## src/rtl/core/refcounted_dedup_slot_table_top_assert.svh

```systemverilog
// Assertion macros for the slot table.
`ifndef REFCOUNTED_DEDUP_SLOT_TABLE_TOP_ASSERT_SVH
`define REFCOUNTED_DEDUP_SLOT_TABLE_TOP_ASSERT_SVH
`ifndef SYNTH
// The condition must never hold outside reset.
`define RDST_ASSERT_NEVER(lbl, clk, rstn, cond) \
    lbl: assert property (@(posedge clk) disable iff (!rstn) !(cond)) \
        else $error("rdst: forbidden condition seen");
// The consequence must hold in the cycle after the cause.
`define RDST_ASSERT_NEXT(lbl, clk, cause, cons) \
    lbl: assert property (@(posedge clk) (cause) |=> (cons)) \
        else $error("rdst: expected follow-up missing");
`else
`define RDST_ASSERT_NEVER(lbl, clk, rstn, cond)
`define RDST_ASSERT_NEXT(lbl, clk, cause, cons)
`endif
`endif

```

## src/rtl/core/rdst_pkg.sv

```systemverilog
`default_nettype none
package rdst_pkg;
    localparam int DEF_SLOT_COUNT        = 64;
    localparam int DEF_MAX_PAYLOAD_BYTES = 8;
    localparam int DEF_TYPE_BITS         = 16;
    localparam int KIND_BITS             = 3;
    localparam int HASH_BITS             = 32;
    localparam int COUNT_BITS            = 16;
    localparam int DATA_BITS             = 64;
    localparam int SIZE_BITS             = 4;
    localparam int STATUS_BITS           = 2;

    typedef enum logic [KIND_BITS-1:0] {
        KIND_ACQUIRE = 3'd0,
        KIND_ADD_REF = 3'd1,
        KIND_RELEASE = 3'd2,
        KIND_QUERY   = 3'd3,
        KIND_FIND    = 3'd4,
        KIND_CLEAR   = 3'd5
    } t_kind;

    localparam logic [STATUS_BITS-1:0] ST_OK       = 2'd0;
    localparam logic [STATUS_BITS-1:0] ST_REJECTED = 2'd1;
    localparam logic [STATUS_BITS-1:0] ST_FULL     = 2'd2;
    localparam logic [STATUS_BITS-1:0] ST_UNUSED   = 2'd3;

    localparam logic [COUNT_BITS-1:0] COUNT_MAX = '1;
endpackage
`default_nettype wire

```

## src/rtl/core/rdst_front.sv

```systemverilog
`default_nettype none
module rdst_front #(
    parameter int SLOT_COUNT        = rdst_pkg::DEF_SLOT_COUNT,
    parameter int MAX_PAYLOAD_BYTES = rdst_pkg::DEF_MAX_PAYLOAD_BYTES,
    parameter int TYPE_BITS         = rdst_pkg::DEF_TYPE_BITS
) (
    input  wire logic                              i_clk,
    input  wire logic                              i_rst_n,
    input  wire logic                              i_valid,
    output logic                                   o_ready,
    input  wire logic [rdst_pkg::KIND_BITS-1:0]    i_kind,
    input  wire logic [TYPE_BITS-1:0]              i_type_id,
    input  wire logic [rdst_pkg::HASH_BITS-1:0]    i_content_hash,
    input  wire logic [$clog2(SLOT_COUNT)-1:0]     i_slot_index,
    input  wire logic [rdst_pkg::DATA_BITS-1:0]    i_payload,
    input  wire logic [rdst_pkg::SIZE_BITS-1:0]    i_payload_size,
    output logic                                   o_cmd_valid,
    input  wire logic                              i_cmd_pop,
    output logic [rdst_pkg::KIND_BITS-1:0]         o_kind,
    output logic [TYPE_BITS-1:0]                   o_type,
    output logic [rdst_pkg::HASH_BITS-1:0]         o_hash,
    output logic [$clog2(SLOT_COUNT)-1:0]          o_idx,
    output logic [rdst_pkg::DATA_BITS-1:0]         o_payload,
    output logic [rdst_pkg::SIZE_BITS-1:0]         o_size
);
    import rdst_pkg::*;
    localparam int IW = $clog2(SLOT_COUNT);
    localparam logic [SIZE_BITS-1:0] MAXB = SIZE_BITS'(MAX_PAYLOAD_BYTES);

    logic [SIZE_BITS-1:0] s_size;
    logic [DATA_BITS-1:0] s_pay;
    logic [KIND_BITS-1:0] r_kind [2];
    logic [TYPE_BITS-1:0] r_type [2];
    logic [HASH_BITS-1:0] r_hash [2];
    logic [IW-1:0]        r_idx  [2];
    logic [DATA_BITS-1:0] r_pay  [2];
    logic [SIZE_BITS-1:0] r_size [2];
    logic                 r_wr, r_rd;
    logic [1:0]           r_cnt;
    logic                 s_push, s_pop;

    // Clamp the size and keep only the valid payload bytes.
    always_comb begin
        s_size = (i_payload_size > MAXB) ? MAXB : i_payload_size;
        for (int b = 0; b < DATA_BITS / 8; b++) begin
            s_pay[b*8 +: 8] = (SIZE_BITS'(b) < s_size) ? i_payload[b*8 +: 8] : 8'd0;
        end
    end

    assign o_ready     = (r_cnt != 2'd2);
    assign s_push      = i_valid && o_ready;
    assign o_cmd_valid = (r_cnt != 2'd0);
    assign s_pop       = i_cmd_pop && o_cmd_valid;

    // Two-entry queue between the front and the sequencer.
    always_ff @(posedge i_clk) begin
        if (!i_rst_n) begin
            r_wr  <= 1'b0;
            r_rd  <= 1'b0;
            r_cnt <= 2'd0;
        end else begin
            if (s_push) begin
                r_wr <= ~r_wr;
            end
            if (s_pop) begin
                r_rd <= ~r_rd;
            end
            r_cnt <= r_cnt + {1'b0, s_push} - {1'b0, s_pop};
        end
    end

    always_ff @(posedge i_clk) begin
        if (s_push) begin
            r_kind[r_wr] <= i_kind;
            r_type[r_wr] <= i_type_id;
            r_hash[r_wr] <= i_content_hash;
            r_idx[r_wr]  <= i_slot_index;
            r_pay[r_wr]  <= s_pay;
            r_size[r_wr] <= s_size;
        end
    end

    assign o_kind    = r_kind[r_rd];
    assign o_type    = r_type[r_rd];
    assign o_hash    = r_hash[r_rd];
    assign o_idx     = r_idx[r_rd];
    assign o_payload = r_pay[r_rd];
    assign o_size    = r_size[r_rd];
endmodule
`default_nettype wire

```

## config.mk

```make
export PLATFORM = sky130hd
export DESIGN_NAME = rdst_front
export DESIGN_NICKNAME = d
export VERILOG_FILES = /design/src/rtl/core/refcounted_dedup_slot_table_top_assert.svh /design/src/rtl/core/rdst_pkg.sv /design/src/rtl/core/rdst_front.sv
export SDC_FILE = /design/constraint.sdc
export NUM_CORES = 1
export LEC_CHECK = 0
export ABC_AREA = 1
export BUFFER_PORTS_ARGS = -buffer_cell sky130_fd_sc_hd__buf_2
export CAP_MARGIN = 40
export CORE_AREA = 2 2 153 155
export DETAILED_ROUTE_END_ITERATION = 10
export DIE_AREA = 0 0 155 157
export PLACE_DENSITY = 0.74
export SYNTH_ARGS = -nofsm -noshare
export SYNTH_HDL_FRONTEND = slang
export SYNTH_SLANG_ARGS = --single-unit
export TNS_END_PERCENT = 100
```

## constraint.sdc

```tcl
create_clock -name i_clk -period 18.55 [get_ports i_clk]
set_clock_uncertainty 0.15 [all_clocks]
set_input_delay 2.7825 -clock i_clk [delete_from_list [all_inputs] [get_ports i_clk]]
set_output_delay 2.7825 -clock i_clk [all_outputs]
set_load 0.01 [all_outputs]
```

# Yosys cells after proc, flatten, opt, wreduce, memory -nomap -nowiden

Memory sizes are Yosys's and may differ from the RTL's. A register that Yosys moved wholly into a read port is not among the register bits.
Index checks and enable logic that the tools add are counted.

Register bits after elaboration: 4
Bits in writable memories: 250
Output and inout port bits: 127
Word-level logic and storage cells: 49
Memories kept: 6

Add/sub/neg operators: 2
Order comparisons: 9
Equal/unequal tests: 1
Muxes and demuxes: 23
Bitwise operators: 2
Reduce and logical (&&, ||, !) cells: 3

Memories:

| name   | words | width | rd ports | clocked after memory_dff | write ports | RTL line         | RTL |
|---|---|---|---|---|---|---|---|
| r_pay  | 2     | 64    | 1        | 1                        | 1           | rdst_front.sv:36 | `logic [DATA_BITS-1:0] r_pay [2];` |
| r_hash | 2     | 32    | 1        | 1                        | 1           | rdst_front.sv:34 | `logic [HASH_BITS-1:0] r_hash [2];` |
| r_type | 2     | 16    | 1        | 1                        | 1           | rdst_front.sv:33 | `logic [TYPE_BITS-1:0] r_type [2];` |
| r_idx  | 2     | 6     | 1        | 1                        | 1           | rdst_front.sv:35 | `logic [IW-1:0] r_idx [2];` |
| r_size | 2     | 4     | 1        | 1                        | 1           | rdst_front.sv:37 | `logic [SIZE_BITS-1:0] r_size [2];` |
| r_kind | 2     | 3     | 1        | 1                        | 1           | rdst_front.sv:32 | `logic [KIND_BITS-1:0] r_kind [2];` |

Operator list:

| kind                                              | count |
|---|---|
| two-way mux 8 bit                                 | 8 |
| < comparator 3 x 4 -> 1 bit, first input constant | 4 |
| two-way mux 1 bit                                 | 14 |
| < comparator 1 x 4 -> 1 bit, first input constant | 2 |
| < comparator 2 x 4 -> 1 bit, first input constant | 2 |
| > comparator 4 bit, second input constant         | 1 |
| two-way mux 4 bit                                 | 1 |
| adder 2 x 1 -> 2 bit                              | 1 |
| logical AND 1 bit                                 | 2 |
| inequality test 2 bit, second input constant      | 1 |
| NOT 1 bit                                         | 2 |
| nonzero test 2 bit                                | 1 |
| subtractor 2 x 1 -> 2 bit                         | 1 |

# Logic depth before layout (Yosys ltp)

Word-level depth: 4
Gate-level depth with buffers: 11
Gate-level depth less buffers: 11

# Worst setup path before layout

OpenSTA, ideal clock, no wires.

Path type: input port to flip-flop
Start: in i_valid
End: mem r_hash[0][0], enable pin
Arrival time: 8049 ps
Data required time: 17790 ps
Setup slack: 9740 ps
Stages: 2
Path through: nand2_1 > nor2_1

Word-level cells in the longest chain between the ends: 3

RTL lines:

| element                                 | RTL line         | RTL |
|---|---|---|
| start, declared                         | rdst_front.sv:9  | `input wire logic i_valid,` |
| logical AND 1 bit                       | rdst_front.sv:51 | `assign s_push = i_valid && o_ready;` |
| two-way mux 1 bit                       | rdst_front.sv:73 | `if (s_push) begin` |
| two-way mux 1 bit (implied by the code) | rdst_front.sv:76 | `r_hash[r_wr] <= i_content_hash;` |
| end, declared                           | rdst_front.sv:34 |  |

No other way between the ends.

==> metrics.csv <==
metric,value,unit
Tmin final,5.46,ns
max frequency,183,MHz
worst hold stages,2,
"Seq/Total Area, Yosys",75.6,%
clk slew on worst S/H paths,0.06,ns
root buf cell,clkbuf_16,
Clock Power Share,30.9,%
yosys warns,0,
slew margin rel.,48.5,%
combinational share of power,24.3,%
Die Height,157,um
largest cells by area after synthesis,"edfxtp_1 (75%), mux2_2 (8.4%), mux2_4 (7.5%)",
Tot GR Track Use,15.9,%
DP Area,11700,um^2
area occupied by multi-input gates,2040,um^2
Slew @ Worst Pin,0.773,ns
"most used cell, CP",buf_16,
via count,5552,
switching pwr,0.000443,W
DIE AREA,24300,um^2
Reg area,7610,um^2
hold endpoint,r_rd,
Pwr per Cell Area,134,nW/um^2
final instance area,12600,um^2
HP Class,reg -> reg,
deepest clock path buffer count,3,
Cell Rows,55,
die width,155,um
CP Launch Type,register,
min-delay src,r_rd,
FF-to-FF End,r_hash[0][6],
fillcell total,1781,
outcome,completed,
Tcrit/Tclk final,29.4,%
share of cells above drive strength 1,49.7,%
setup TNS,0,ns
DP HPWL,13.6,mm
gpl congestion,0.786,
most frequent cells in the layout,"buf_2 (255), edfxtp_1 (250), mux2_2 (75), inv_1 (74)",
initial core utilization,44.7,%
Post-Syn Area per Cell,17.5,um^2
vias in the first global route,5718,
IO Port Bufs,255,
"most common cell after layout, fill and taps aside",buf_2,
initial drt markers,267,
"Core Util, Final",56.1,%
DRT Pass-1 Iters,7,
Synth-to-Final Area Change,25.4,%
Final setup viols,0,
post-synthesis cell area,10100,um^2
total placed cells including tap cells,1107,
max-cap viol count,0,
Synth top area share,74.6,%
register share of total power,44.8,%
Cells after Synth,575,
TritonCTS clock tree,yes,
nets,981,
Ports,256,
Yosys reg bits,255,
first-pass GRT wire length,29.9,mm
CTS Hold Bufs,0,
"Arr. time, crit path",2.53,ns
Routed Antenna Nets,0,
max-slew violations,0,
internal power,0.00125,W
total gr overflow,0,
Peak supply drop,95.6,uV
final WL,20.2,mm
crit path max fanout,57,
worst reg2reg path depth,5,
# DRC,0,
worst setup path category,reg -> out,
slowest library cell on the worst path,dfxtp_4,
Worst-Skew Late Latency,0.51,ns
CP max stage delay,0.43,ns
critical path required time,15.62,ns
Switching Share,26.2,%
"delay-heaviest family, CP",buffers and inverters,
reg2reg start,r_cnt[0],
post-CTS setup buffers,0,
Final Hold Fails,0,
number of buffers and inverters on the critical path,4,
crit-path cells,buf_16 > buf_4 > buf_16 > mux2_2 > buf_2,
post-cts sizing count,0,
unique cell type count in the Yosys netlist,17,
wire per inst,17.5,um
Leak Pwr,5.21,nW
largest net degree at the start of global routing,58,
Core Region,22500,um^2
initial antenna violation count,6,
Clock Sinks,255,
CTS H-tree lvls,1,
crit end category,output port,
reg2reg setup slack,16.17,ns
RSZ-0062 raised after global routing,false,
Inserted Clock Buffers,26,
total chip power,0.00169,W
Vias/cell,4.80,
syn_nets,706,
Finished Layout Cells,1157,
Yosys top cell by area,edfxtp_1,
-- synth_stat cells --
cell and instances:
buf_6 8, clkbuf_1 2, nor2_1 51, a31oi_1 1
nor2_4 1, nand2_1 37, nor3_4 1, nand3_1 3
edfxtp_1 250, mux2_2 75, nand2_4 1, ha_1 2
inv_1 75, mux2_4 50, a21oi_1 5, buf_2 8
dfxtp_1 5
-- cell families after synthesis --
logic type	count (synthesis)	synth area share, %
AOI/OAI and AO/OA	6	0.311
adders and majority gates	2	0.249
buffers and inverters	93	4.17
DFF	255	75.6
muxes	125	15.9
and+or+nand+nor	94	3.82
-- area by class of cell --
class	instances	share of cell area, %
multi-input combinational	227	16.2
sequential	255	60.3
clock inverter	6	0.823
tap	285	2.83
inverter	75	2.25
clock buffer	39	5.95
antenna	5	0.0992
timing repair buffer	265	11.5
-- sequential cells by signal, indices dropped and copies added, names as in the netlist, named ones only --
register and flops:
r_kind 6, r_cnt 2, r_size 8, r_rd 1, r_wr 1, r_type 32
r_pay 128, r_hash 64, r_idx 12
-- worst min-delay path, stage by stage (launching register included) --
cell	delay [ns]
dfxtp_1	0.33
nor2_1	0.06
nor2_1	0.10
-- layer usage --
metal  vias to the layer above  part of all wire, %  GRT usage, %  wire length, um
met5                         -                0.064             0               13
met4                         2                  3.3          6.88              659
met3                        46                  7.9          4.13             1590
met2                       231                   49          26.6             9830
met1                      2657                   40          19.5             8120
li1                       2616                    -             -                -
-- power groups by stage --
stage	combinational, W	sequential (W)	clock (W)
floorplan	0.000268	0.000774	0
finish	0.000412	0.000758	0.000523
global placement	0.000382	0.000784	0
global route	0.000445	0.000765	0.000555
detailed placement	0.000417	0.000771	0
CTS	0.000419	0.000759	0.000535
-- stage by stage --
| step | worst slack [ns] | hold slack (ns) |
|---|---|---|
| after floorplan | 9.74 | 0.317 |
| after global placement | 13.08 | 0.343 |
| after detailed placement | 13.64 | 0.367 |
| after CTS | 13.08 | 0.397 |
| after global routing | 12.99 | 0.437 |
| final | 13.09 | 0.387 |
-- worst max-delay path by stage --
stage | cells after the start | slack, ns | end | startpoint
3_5_place_dp | 5 | 13.64 | o_type[6] | register
2_1_floorplan | 2 | 9.74 | r_hash[0][0] | i_valid
6_report | 5 | 13.09 | o_type[6] | register
5_1_grt | 5 | 12.99 | o_type[6] | register
3_3_place_gp | 3 | 13.08 | o_hash[16] | register
4_1_cts | 5 | 13.08 | o_hash[16] | register
Power figures use the tool's default switching activity.
